===== src/rtl/core/sosc_pkg.sv =====
package sosc_pkg;

  // Field widths
  localparam int unsigned PRICE_W = 32;
  localparam int unsigned PCT_W   = 23;
  localparam int unsigned KPER_W  = 7;
  localparam int unsigned DPER_W  = 4;
  // %K sum over up to 15 entries
  localparam int unsigned SUM_W   = PCT_W + DPER_W;
  localparam int unsigned APB_AW  = 3;
  localparam int unsigned APB_DW  = 32;

  // Fixed-point constants (16 fraction bits)
  localparam logic [6:0]       HUNDRED  = 7'd100;
  localparam logic [PCT_W-1:0] PCT_HALF = 23'd3276800;
  localparam logic [PCT_W-1:0] PCT_MAX  = 23'd6553600;

  // Register reset values
  localparam logic [KPER_W-1:0] K_PERIOD_RST = 7'd14;
  localparam logic [DPER_W-1:0] D_PERIOD_RST = 4'd3;

  // Register map, indexed by paddr[2]
  typedef enum logic {
    REG_K_PERIOD = 1'b0,
    REG_D_PERIOD = 1'b1
  } sosc_reg_e;

  typedef struct packed {
    logic [PRICE_W-1:0] price;
    logic               restart;
  } sosc_in_t;

  typedef struct packed {
    logic [PCT_W-1:0] pct_k;
    logic [PCT_W-1:0] pct_d;
    logic             k_valid;
    logic             d_valid;
  } sosc_out_t;

endpackage


===== src/rtl/core/stochastic_oscillator.sv =====
// Stochastic oscillator (%K/%D). One request carries one price sample and
// returns one result: %K = (price - low) / (high - low) * 100 and %D, the
// mean of the last D %K values (D the %D length register, clamped to
// 1..MAX_D_PERIOD), both as unsigned values with 16 fraction bits, truncated.
// A flat window gives %K = 50; both outputs are 0 with their valid bits low
// until enough samples exist since the last restart. The time from accept
// to result is set by the window scan, which reads one price from the
// window RAM per cycle, and by one shared 23-step restoring divider that
// produces %K and then %D; a flat window skips the %K divide, a request
// while %D is not yet valid skips the %D sum and divide, and a partial
// window skips the scan and both divides. in_stall_o is high while a
// request is in progress. The user must write registers over the APB port
// only while the block is idle; the block itself does not enforce this.
module stochastic_oscillator
  import sosc_pkg::*;
#(
  parameter int unsigned MAX_K_PERIOD = 64,
  parameter int unsigned MAX_D_PERIOD = 8
) (
  input  logic                clk_i,
  input  logic                rst_ni,
  // sample requests
  input  logic                in_valid_i,
  output logic                in_stall_o,
  input  sosc_in_t            in_data_i,
  // results
  output logic                out_valid_o,
  input  logic                out_stall_i,
  output sosc_out_t           out_data_o,
  // configuration
  input  logic                psel,
  input  logic                penable,
  input  logic                pwrite,
  input  logic [APB_AW-1:0]   paddr,
  input  logic [APB_DW-1:0]   pwdata,
  output logic [APB_DW-1:0]   prdata,
  output logic                pready
);

  localparam int unsigned AW   = $clog2(MAX_K_PERIOD);
  localparam int unsigned HW   = (MAX_D_PERIOD > 1) ? $clog2(MAX_D_PERIOD) : 1;
  localparam int unsigned CMPW = HW + DPER_W;

  typedef enum logic [3:0] {
    ST_IDLE,
    ST_SCAN,
    ST_DRAIN,
    ST_MUL,
    ST_DIVK,
    ST_HIST,
    ST_SUM,
    ST_DIVD,
    ST_OUT
  } state_e;

  state_e state_q;

  // configuration registers
  logic [KPER_W-1:0] k_period_q;
  logic [DPER_W-1:0] d_len_q;

  // series state
  logic [KPER_W-1:0] sample_count_q;
  logic [AW-1:0]     write_slot_q;

  // per-request working registers
  logic [PRICE_W-1:0] price_q;
  logic [PRICE_W-1:0] lo_q, hi_q;
  logic [DPER_W-1:0]  d_eff_q;
  logic               kv_q, dv_q;
  logic [AW-1:0]      rd_idx_q;
  logic [KPER_W-1:0]  scan_cnt_q;
  logic               rd_vld_q;
  logic [PCT_W-1:0]   pk_q, pd_q;
  logic [SUM_W-1:0]   sum_q;
  logic [HW-1:0]      sum_idx_q;

  // shared divider
  logic [PRICE_W-1:0] div_rem_q;
  logic [PRICE_W-1:0] div_den_q;
  logic [PCT_W-1:0]   div_low_q;
  logic [4:0]         div_cnt_q;

  // output register
  logic      out_valid_q;
  sosc_out_t out_data_q;

  // storage
  logic [PRICE_W-1:0] price_mem [MAX_K_PERIOD];
  logic [PRICE_W-1:0] rd_data_q;
  logic [PCT_W-1:0]   hist_q [MAX_D_PERIOD];

  // combinational helpers
  logic               in_acc;
  logic               cfg_wr;
  logic               out_load;
  logic [KPER_W-1:0]  k_eff;
  logic [DPER_W-1:0]  d_eff;
  logic [AW-1:0]      slot_new;
  logic [KPER_W-1:0]  count_base;
  logic [KPER_W-1:0]  count_new;
  logic               kv_new, dv_new;
  logic [PRICE_W-1:0] price_diff;
  logic [PRICE_W-1:0] price_rng;
  logic [38:0]        prod;
  logic [PRICE_W:0]   div_sh;
  logic [PRICE_W:0]   div_den_ext;
  logic               div_qbit;
  logic [PRICE_W-1:0] div_rem_nxt;
  logic [PCT_W-1:0]   div_low_nxt;
  logic [SUM_W-1:0]   sum_nxt;
  logic               sum_last;
  logic [PRICE_W-1:0] lo_nxt, hi_nxt;

  assign in_acc     = in_valid_i && !in_stall_o;
  assign in_stall_o = (state_q != ST_IDLE);
  assign cfg_wr     = psel && penable && pwrite && pready;
  assign pready     = 1'b1;
  assign out_load   = (state_q == ST_OUT) && (!out_valid_q || !out_stall_i);

  // register readback
  always_comb begin
    unique case (sosc_reg_e'(paddr[2]))
      REG_K_PERIOD: prdata = {{(APB_DW-KPER_W){1'b0}}, k_period_q};
      REG_D_PERIOD: prdata = {{(APB_DW-DPER_W){1'b0}}, d_len_q};
      default:      prdata = '0;
    endcase
  end

  // effective periods, sample bookkeeping
  always_comb begin
    if (k_period_q == '0) begin
      k_eff = 7'd1;
    end else if (32'(k_period_q) > MAX_K_PERIOD) begin
      k_eff = KPER_W'(MAX_K_PERIOD);
    end else begin
      k_eff = k_period_q;
    end
    if (d_len_q == '0) begin
      d_eff = 4'd1;
    end else if (32'(d_len_q) > MAX_D_PERIOD) begin
      d_eff = DPER_W'(MAX_D_PERIOD);
    end else begin
      d_eff = d_len_q;
    end
    slot_new   = in_data_i.restart ? '0 : write_slot_q;
    count_base = in_data_i.restart ? '0 : sample_count_q;
    count_new  = (count_base == '1) ? count_base : count_base + 7'd1;
    kv_new     = (count_new >= k_eff);
    dv_new     = ({1'b0, count_new} >= ({1'b0, k_eff} + 8'(d_eff) - 8'd1));
  end

  // window min/max compare
  always_comb begin
    lo_nxt = lo_q;
    hi_nxt = hi_q;
    if (rd_vld_q) begin
      if (rd_data_q < lo_q) lo_nxt = rd_data_q;
      if (rd_data_q > hi_q) hi_nxt = rd_data_q;
    end
  end

  // scaled difference: (price - low) * 100, then shifted by 16 for the divide
  assign price_diff = price_q - lo_q;
  assign price_rng  = hi_q - lo_q;
  assign prod       = 39'(price_diff) * 39'(HUNDRED);

  // one restoring-divide step; quotient bits shift into div_low_q
  always_comb begin
    div_sh      = {div_rem_q, div_low_q[PCT_W-1]};
    div_den_ext = {1'b0, div_den_q};
    div_qbit    = (div_sh >= div_den_ext);
    div_rem_nxt = div_qbit ? PRICE_W'(div_sh - div_den_ext) : div_sh[PRICE_W-1:0];
    div_low_nxt = {div_low_q[PCT_W-2:0], div_qbit};
  end

  // %K history accumulate
  assign sum_nxt  = sum_q + SUM_W'(hist_q[sum_idx_q]);
  assign sum_last = ({{DPER_W{1'b0}}, sum_idx_q} == CMPW'(d_eff_q - 4'd1));

  // configuration registers
  always_ff @(posedge clk_i or negedge rst_ni) begin
    if (!rst_ni) begin
      k_period_q <= K_PERIOD_RST;
      d_len_q    <= D_PERIOD_RST;
    end else if (cfg_wr) begin
      unique case (sosc_reg_e'(paddr[2]))
        REG_K_PERIOD: k_period_q <= pwdata[KPER_W-1:0];
        REG_D_PERIOD: d_len_q    <= pwdata[DPER_W-1:0];
        default: ;
      endcase
    end
  end

  // price window RAM: one write port, one registered read port
  always_ff @(posedge clk_i) begin
    if (in_acc) begin
      price_mem[slot_new] <= in_data_i.price;
    end
    if (state_q == ST_SCAN) begin
      rd_data_q <= price_mem[rd_idx_q];
    end
  end

  // %K history shift line
  always_ff @(posedge clk_i) begin
    if (state_q == ST_HIST) begin
      hist_q[0] <= pk_q;
      for (int j = 1; j < MAX_D_PERIOD; j++) begin
        hist_q[j] <= hist_q[j-1];
      end
    end
  end

  // sequencer
  always_ff @(posedge clk_i or negedge rst_ni) begin
    if (!rst_ni) begin
      state_q        <= ST_IDLE;
      sample_count_q <= '0;
      write_slot_q   <= '0;
      rd_vld_q       <= 1'b0;
      out_valid_q    <= 1'b0;
      price_q        <= '0;
      lo_q           <= '0;
      hi_q           <= '0;
      d_eff_q        <= '0;
      kv_q           <= 1'b0;
      dv_q           <= 1'b0;
      rd_idx_q       <= '0;
      scan_cnt_q     <= '0;
      pk_q           <= '0;
      pd_q           <= '0;
      sum_q          <= '0;
      sum_idx_q      <= '0;
      div_rem_q      <= '0;
      div_den_q      <= '0;
      div_low_q      <= '0;
      div_cnt_q      <= '0;
      out_data_q     <= '0;
    end else begin
      rd_vld_q <= (state_q == ST_SCAN);
      // output valid: set by the output step, cleared once taken
      if (out_load) begin
        out_valid_q <= 1'b1;
      end else if (out_valid_q && !out_stall_i) begin
        out_valid_q <= 1'b0;
      end

      unique case (state_q)
        ST_IDLE: begin
          if (in_acc) begin
            write_slot_q   <= (slot_new == AW'(MAX_K_PERIOD - 1)) ? '0 : slot_new + 1'b1;
            sample_count_q <= count_new;
            price_q        <= in_data_i.price;
            lo_q           <= in_data_i.price;
            hi_q           <= in_data_i.price;
            d_eff_q        <= d_eff;
            kv_q           <= kv_new;
            dv_q           <= dv_new;
            rd_idx_q       <= slot_new;
            scan_cnt_q     <= k_eff;
            pk_q           <= '0;
            pd_q           <= '0;
            state_q        <= kv_new ? ST_SCAN : ST_HIST;
          end
        end

        // issue one window read per cycle, walking back from the newest slot
        ST_SCAN: begin
          lo_q       <= lo_nxt;
          hi_q       <= hi_nxt;
          rd_idx_q   <= (rd_idx_q == '0) ? AW'(MAX_K_PERIOD - 1) : rd_idx_q - 1'b1;
          scan_cnt_q <= scan_cnt_q - 7'd1;
          if (scan_cnt_q == 7'd1) state_q <= ST_DRAIN;
        end

        // last read returns
        ST_DRAIN: begin
          lo_q    <= lo_nxt;
          hi_q    <= hi_nxt;
          state_q <= ST_MUL;
        end

        // scale, then load divider with the high part of the dividend; a flat window gives %K = 50
        ST_MUL: begin
          if (price_rng == '0) begin
            pk_q    <= PCT_HALF;
            state_q <= ST_HIST;
          end else begin
            div_rem_q <= prod[38:7];
            div_low_q <= {prod[6:0], 16'b0};
            div_den_q <= price_rng;
            div_cnt_q <= 5'(PCT_W - 1);
            state_q   <= ST_DIVK;
          end
        end

        ST_DIVK: begin
          div_rem_q <= div_rem_nxt;
          div_low_q <= div_low_nxt;
          div_cnt_q <= div_cnt_q - 5'd1;
          if (div_cnt_q == '0) begin
            pk_q    <= div_low_nxt;
            state_q <= ST_HIST;
          end
        end

        ST_HIST: begin
          sum_q     <= '0;
          sum_idx_q <= '0;
          state_q   <= dv_q ? ST_SUM : ST_OUT;
        end

        // add one history entry per cycle
        ST_SUM: begin
          sum_q     <= sum_nxt;
          sum_idx_q <= sum_idx_q + 1'b1;
          if (sum_last) begin
            div_rem_q <= PRICE_W'(sum_nxt[SUM_W-1:PCT_W]);
            div_low_q <= sum_nxt[PCT_W-1:0];
            div_den_q <= PRICE_W'(d_eff_q);
            div_cnt_q <= 5'(PCT_W - 1);
            state_q   <= ST_DIVD;
          end
        end

        ST_DIVD: begin
          div_rem_q <= div_rem_nxt;
          div_low_q <= div_low_nxt;
          div_cnt_q <= div_cnt_q - 5'd1;
          if (div_cnt_q == '0) begin
            pd_q    <= div_low_nxt;
            state_q <= ST_OUT;
          end
        end

        // hand over to the output register once it is free
        ST_OUT: begin
          if (out_load) begin
            out_data_q.pct_k   <= pk_q;
            out_data_q.pct_d   <= pd_q;
            out_data_q.k_valid <= kv_q;
            out_data_q.d_valid <= dv_q;
            state_q            <= ST_IDLE;
          end
        end

        default: state_q <= ST_IDLE;
      endcase
    end
  end

  assign out_valid_o = out_valid_q;
  assign out_data_o  = out_data_q;

  // a request keeps the input side busy on the next cycle
  a_busy_after_accept: assert property (@(posedge clk_i) disable iff (!rst_ni)
    in_valid_i && !in_stall_o |=> in_stall_o)
    else $error("input not stalled after accepting a request");

  // %D is only valid together with %K
  a_d_needs_k: assert property (@(posedge clk_i) disable iff (!rst_ni)
    out_valid_o && out_data_o.d_valid |-> out_data_o.k_valid)
    else $error("d_valid without k_valid");

  // outputs are zero when not valid and %K stays within 0..100
  a_pct_range: assert property (@(posedge clk_i) disable iff (!rst_ni)
    out_valid_o |-> (out_data_o.pct_k <= PCT_MAX) &&
                    (out_data_o.k_valid || out_data_o.pct_k == '0) &&
                    (out_data_o.d_valid || out_data_o.pct_d == '0))
    else $error("result out of range or nonzero while invalid");

  // a new result only appears after the sequencer passed its output step
  a_result_source: assert property (@(posedge clk_i) disable iff (!rst_ni)
    $rose(out_valid_o) |-> $past(state_q == ST_OUT))
    else $error("result presented outside the output step");

endmodule

===== config.mk =====
export PLATFORM = sky130hd
export DESIGN_NAME = stochastic_oscillator
export DESIGN_NICKNAME = d
export VERILOG_FILES = /design/src/rtl/core/sosc_pkg.sv /design/src/rtl/core/stochastic_oscillator.sv
export SDC_FILE = /design/constraint.sdc
export NUM_CORES = 2
export LEC_CHECK = 0
export ABC_AREA = 1
export CORE_MARGIN = 8
export CORE_UTILIZATION = 55
export CTS_CLUSTER_SIZE = 14
export DETAILED_ROUTE_END_ITERATION = 12
export DONT_BUFFER_PORTS = 1
export PLACE_DENSITY_LB_ADDON = 0.15
export SYNTH_ARGS = -nofsm -noshare
export SYNTH_HDL_FRONTEND = slang
export SYNTH_SLANG_ARGS = --single-unit

===== constraint.sdc =====
create_clock -name clk_i -period 10.1 [get_ports clk_i]
set_input_delay 2.02 -clock clk_i [delete_from_list [all_inputs] [get_ports clk_i]]
set_output_delay 2.02 -clock clk_i [all_outputs]
set_load 0.01 [all_outputs]

**Yosys cells after proc, flatten, opt, wreduce, memory -nomap -nowiden**

Memory sizes are Yosys's and may differ from the RTL's. A register that Yosys moved wholly into a read port is not among the register bits.
Cells that the tools add are included.

- Register bits after elaboration: 361
- Memory bits (writable): 2,232
- Memories kept: 2
- Input port bits: 75

- Reductions and logical operators: 38
- Order comparisons: 7
- $mul: 1
- Bitwise gates (word level): 1
- Muxes and demuxes: 57
- Add/subtract/negate cells: 13
- Equal/unequal tests: 23

Memories:

| memory | words | width | rd ports | clocked after Yosys merged registers in | write ports | line | text |
|---|---|---|---|---|---|---|---|
| price_mem | 64 | 32 | 1 | 1 | 1 | stochastic_oscillator.sv:89 | `logic [PRICE_W-1:0] price_mem [MAX_K_PERIOD];` |
| hist_q | 8 | 23 | 8 | 0 | 8 | stochastic_oscillator.sv:91 | `logic [PCT_W-1:0] hist_q [MAX_D_PERIOD];` |

Operator list:

| operator | number |
|---|---|
| $mux 32 | 10 |
| $pmux 32 s2 | 4 |
| $pmux 23 s3 | 2 |
| $mux 23 | 5 |
| $pmux 32 s3 | 1 |
| $sub 32x32->32 | 3 |
| $pmux 27 s2 | 1 |
| $pmux 23 s2 | 1 |
| $mul 32x5->37 const B | 1 |
| $mux 4 | 9 |
| $pmux 4 s9 | 1 |
| $mux 7 | 5 |
| $ge 33x32->1 | 1 |
| $gt 32x32->1 | 1 |
| $logic_not 32->1 | 1 |
| $lt 32x32->1 | 1 |
| $add 27x23->27 | 1 |
| $mux 6 | 4 |
| $eq 4x3->1 const B | 4 |
| $pmux 5 s3 | 1 |
| $ne 2x2->1 const B | 7 |
| $pmux 7 s2 | 1 |
| $pmux 6 s2 | 1 |
| $reduce_and 4->1 | 3 |
| 40 further kinds | 71 |

**Depth between registers and ports, before layout**

- Depth after elaboration: 7
- Depth in mapped cells: 33
- Depth with buffers taken out: 33

**Worst setup path before layout**

Ideal clock, no wire load.

- Path type: register -> register
- From: reg state_q[2]
- To: reg sum_q[21]
- Cell stages (with the launch flop): 11
- Data required time: 9,972 ps
- Library setup time: 128 ps
- Setup slack: 335 ps
- Data arrival time: 9,638 ps
- Path buffers: 1
- Path through: dfrtp_1 inv_1 nor2_1 inv_1 nor2_1 inv_1 nand2_1 inv_2 clkbuf_1 nand2_1 nand2_1

- Longest elaborated chain between the ends: 2

Ends and longest elaborated chain:

| what | line | text |
|---|---|---|
| start: declaration | stochastic_oscillator.sv:56 | `state_e state_q;` |
| start signal: assignment | stochastic_oscillator.sv:264 | `state_q <= kv_new ? ST_SCAN : ST_HIST;` |
| start signal: assignment | stochastic_oscillator.sv:311 | `state_q <= dv_q ? ST_SUM : ST_OUT;` |
| $eq 4x3->1 | stochastic_oscillator.sv:249 | `unique case (state_q)` |
| $pmux 27 s2 / $reduce_bool 2->1 (equally long branches) | - |  |
| end signal: assignment | stochastic_oscillator.sv:316 | `sum_q <= sum_nxt;` |
| end: declaration | stochastic_oscillator.sv:75 | `logic [SUM_W-1:0] sum_q;` |

Several ways; a longest one is shown, not always the timed one.
A chain may end at the register's enable or synchronous reset.

**Final worst setup path**

- From: reg lo_q[1]
- To: reg div_rem_q[24]

- Longest elaborated chain between the ends: 4

Ends and longest elaborated chain:

| what | line | text |
|---|---|---|
| start: declaration | stochastic_oscillator.sv:68 | `logic [PRICE_W-1:0] lo_q, hi_q;` |
| start signal: assignment | stochastic_oscillator.sv:255 | `lo_q <= in_data_i.price;` |
| start signal: assignment | stochastic_oscillator.sv:270 | `lo_q <= lo_nxt;` |
| start signal: assignment | stochastic_oscillator.sv:279 | `lo_q <= lo_nxt;` |
| $sub 32x32->32 (on tied branches) | stochastic_oscillator.sv:164, stochastic_oscillator.sv:165 |  |
| $mul 32x5->37 / $logic_not 32->1 (equally long branches) | stochastic_oscillator.sv:166, stochastic_oscillator.sv:286 |  |
| $mux 32 / $ne 2x2->1 (equally long branches) | - |  |
| $pmux 32 s3 / $reduce_and 3->1 (equally long branches) | - |  |
| end signal: assignment | stochastic_oscillator.sv:290 | `div_rem_q <= prod[38:7];` |
| end signal: assignment | stochastic_oscillator.sv:299 | `div_rem_q <= div_rem_nxt;` |
| end signal: assignment | stochastic_oscillator.sv:319 | `div_rem_q <= PRICE_W'(sum_nxt[SUM_W-1:PCT_W]);` |
| end: declaration | stochastic_oscillator.sv:79 | `logic [PRICE_W-1:0] div_rem_q;` |

Several ways; a longest one is shown, not always the timed one. The select of a mux whose other input is x is not followed.

==> impl_metrics.toml <==
[status]
outcome = "complete, no violations"

[clock_network]
cts_tree = "done"
numCtsBuffers = 287
clock_latency_ns = 0.95
h-tree-depth = 5
cts-root-buf = "clkbuf_16"
clock_path_buffers = 4
ctsResizeCount = 0
clk_pin_slew_ns = 0.06
cts_post_setup_buffers_inserted = 0
cts_sinks = 2625
hold_buffers = 0

[global_route]
first_global_vias = 79750
track_usage_pct = 29.77
grt_pass1_wl_um = 515200
antenna_found_initial = 16
gr-total-overflow = 0
grt_max_degree = 362

[sta]
slew_headroom_pct = 16.81
period_share_pct = 59.39
timing.final.crit_period_ns = 5.998
hold_viol = 0
finalSetupTns_ns = 0
max_freq_ghz = 0.1667
report.final.slew_viol_count = 0
worstMarginPinSlew_ns = 1.235
clock_skew_ns = 0.09702
setup_violations = 0
rsz0062_at_grt = "false"

[synth]
synth_area_leaders = "edfxtp_1 (58%), dfrtp_1 (7.6%), o21ai_0 (5.7%), nand2_1 (5.4%), nor2_1 (4.7%)"
async_flop_share_pct = 13.75
synth_compound_gate_area_share_pct = 12.46
yosysMostFrequentCell = "edfxtp_1"
synthFlopType = "edfxtp_1"
ys_seq_elements = 2625
syn_avg_cell_area_um2 = 11.13
synth-simple-area-share_pct = 12.12
syn_inst = 10520
ys_warn_count = 0
synth_top_family_by_area = "compound AO/OA/AOI/OAI gates"
yosysSeqAreaShare_pct = 65.81
muxShareOfSynthArea_pct = 0.9140
synthDistinctLibCells = 62
synth_area_mm2 = 0.1170
yosysTopAreaCell = "edfxtp_1"
synth_edf_count = 2264
synthXorXnorAreaFrac_pct = 0.7408
synthAdderAreaFrac_pct = 3.893
ys_top_cells_by_count = "edfxtp_1 (2264), nand2_1 (1682), nor2_1 (1474)"
synth.top_cell.area_share_pct = 58.09

[route]
drtPass1Iterations = 7
vias_per_cell = 6.182
antenna_left = 0
via_count = 83090
drcViolationCount = 0
drt_iter0_markers = 9686
wl_per_cell_um = 26.16
routed_wl_um = 351600

[finish]
fillCellCount = 16850
multi_input_area_mm2 = 0.03592
regArea_mm2 = 0.07705
drive_gt1_share_pct = 6.607
largest-register = "price_mem"
area_delta_synth_final_pct = 10.18
reg.largest.list = "price_mem x2048, hist_q x184, out_data_o x48"
largest_register_ffs = 2048
fin_nets = 10820

[placement]
routabilityCongestion = 0.9378
place_hpwl_um = 204600
portBuffers = 0

[worst_hold_path]
hp-class = "flip-flop to flip-flop"

[floorplan]
dieWidth_um = 477.3
rows = 169
dieArea_mm2 = 0.2278
io_pins = 158
design.core.area_mm2 = 0.2119
die_y_um = 477.3
start_util_pct = 55.24

[setup_path]
slowest_delay_ns = 0.52
cp_slowest_cell = "o21ai_0"
path_class = "flip-flop to flip-flop"
crit_required_ns = 10.86
endpoint_kind = "flip-flop"
critical_path_arrival_ns = 6.76
cpMostUsedCell = "nand2_1"
cp_max_fo = 4
cp-start-kind = "flip-flop"

[job]
drv_cap = 0
[cells by family (layout without fill, tap and decap cells)]
group / after synthesis / count (layout)
adders and majority gates: 345 / 345
other: 2 / 35
buffers and inverters: 1215 / 1284
xor gates and xnor gates: 99 / 99
AOI/OAI and AO/OA: 2561 / 2561
muxes: 104 / 104
and+or+nand+nor: 3566 / 3566
DFF: 2625 / 2625
[metrics by stage]
| step | hold slack (ns) | util [%] | worst slack [ns] | cell area, µm² | cells |
|---|---|---|---|---|---|
| after detailed placement | 0.4270 | 56.72 | 4.094 | 120200 | 12940 |
| final | 0.4128 | 60.87 | 4.102 | 129000 | 13440 |
| after global placement | 0.4246 | 56.72 | 4.123 | 120200 | 12940 |
| after global routing | 0.4135 | 60.86 | 3.669 | 128900 | 13430 |
| after CTS | 0.4032 | 60.85 | 4.096 | 128900 | 13430 |
| after floorplan | 0.4207 | - | 0.3346 | 117100 | 10540 |
[worst max-delay path, delay by kind of cell (launching register included)]
family / cells / cell delay (ns)
AOI/OAI and AO/OA: 6 / 1.77
adders and majority gates: 5 / 1.70
and+or+nand+nor: 14 / 1.34
DFF: 1 / 0.46
xor gates and xnor gates: 1 / 0.34
buffers and inverters: 2 / 0.27
[path summary, 6_finish.rpt]
kind / endpoint / cells past startpoint / startpoint / slack, ns
max reg2reg: div_rem_q[24] / 28 / lo_q[1] / 4.10
min: hist_q[5][22] / 0 / hist_q[4][22] / 0.41
min in group asynchronous: out_data_o[29] / 0 / rst_ni / 0.81
min reg2reg: hist_q[5][22] / 0 / hist_q[4][22] / 0.41
max in group asynchronous: rd_idx_q[1] / 0 / rst_ni / 8.43
max: div_rem_q[24] / 28 / lo_q[1] / 4.10
[cell type report]
class,count,area share (%)
Sequential cell,2625,59.74
Multi-Input combinational cell,6701,27.85
Clock buffer,371,6.047
Tap cell,2821,2.737
Inverter,632,1.859
Timing Repair Buffer,157,0.9916
Clock inverter,124,0.7500
Antenna cell,9,0.01746
[placed cells by master, fill, tap and decap left out, types with 60 or more instances in the layout]
cell type and instances:
mux2i_1 81, ha_1 313, inv_1 619, buf_4 149, clkbuf_16 296, nor2_1 1401
clkbuf_1 64, dfrtp_1 349, xor2_1 60, a21oi_1 414, o22ai_1 422, o221ai_1 90
nand3_1 203, o21ai_0 1321, nand4_1 70, nor2_4 69, edfxtp_1 2264, nand2_1 1679
[routing by layer]
layer | up-vias | wire, µm | track usage, %
met4 | 6 | 13680 | 10.61
met3 | 726 | 32500 | 5.025
li1 | 37220 | - | -
met5 | - | 39 | 0
met1 | 41000 | 140700 | 40.80
met2 | 4133 | 164700 | 48.47
Power is left out: the tool's default activity adds up to more than one toggle a clock period on the data nets, which glitch-free logic cannot reach.
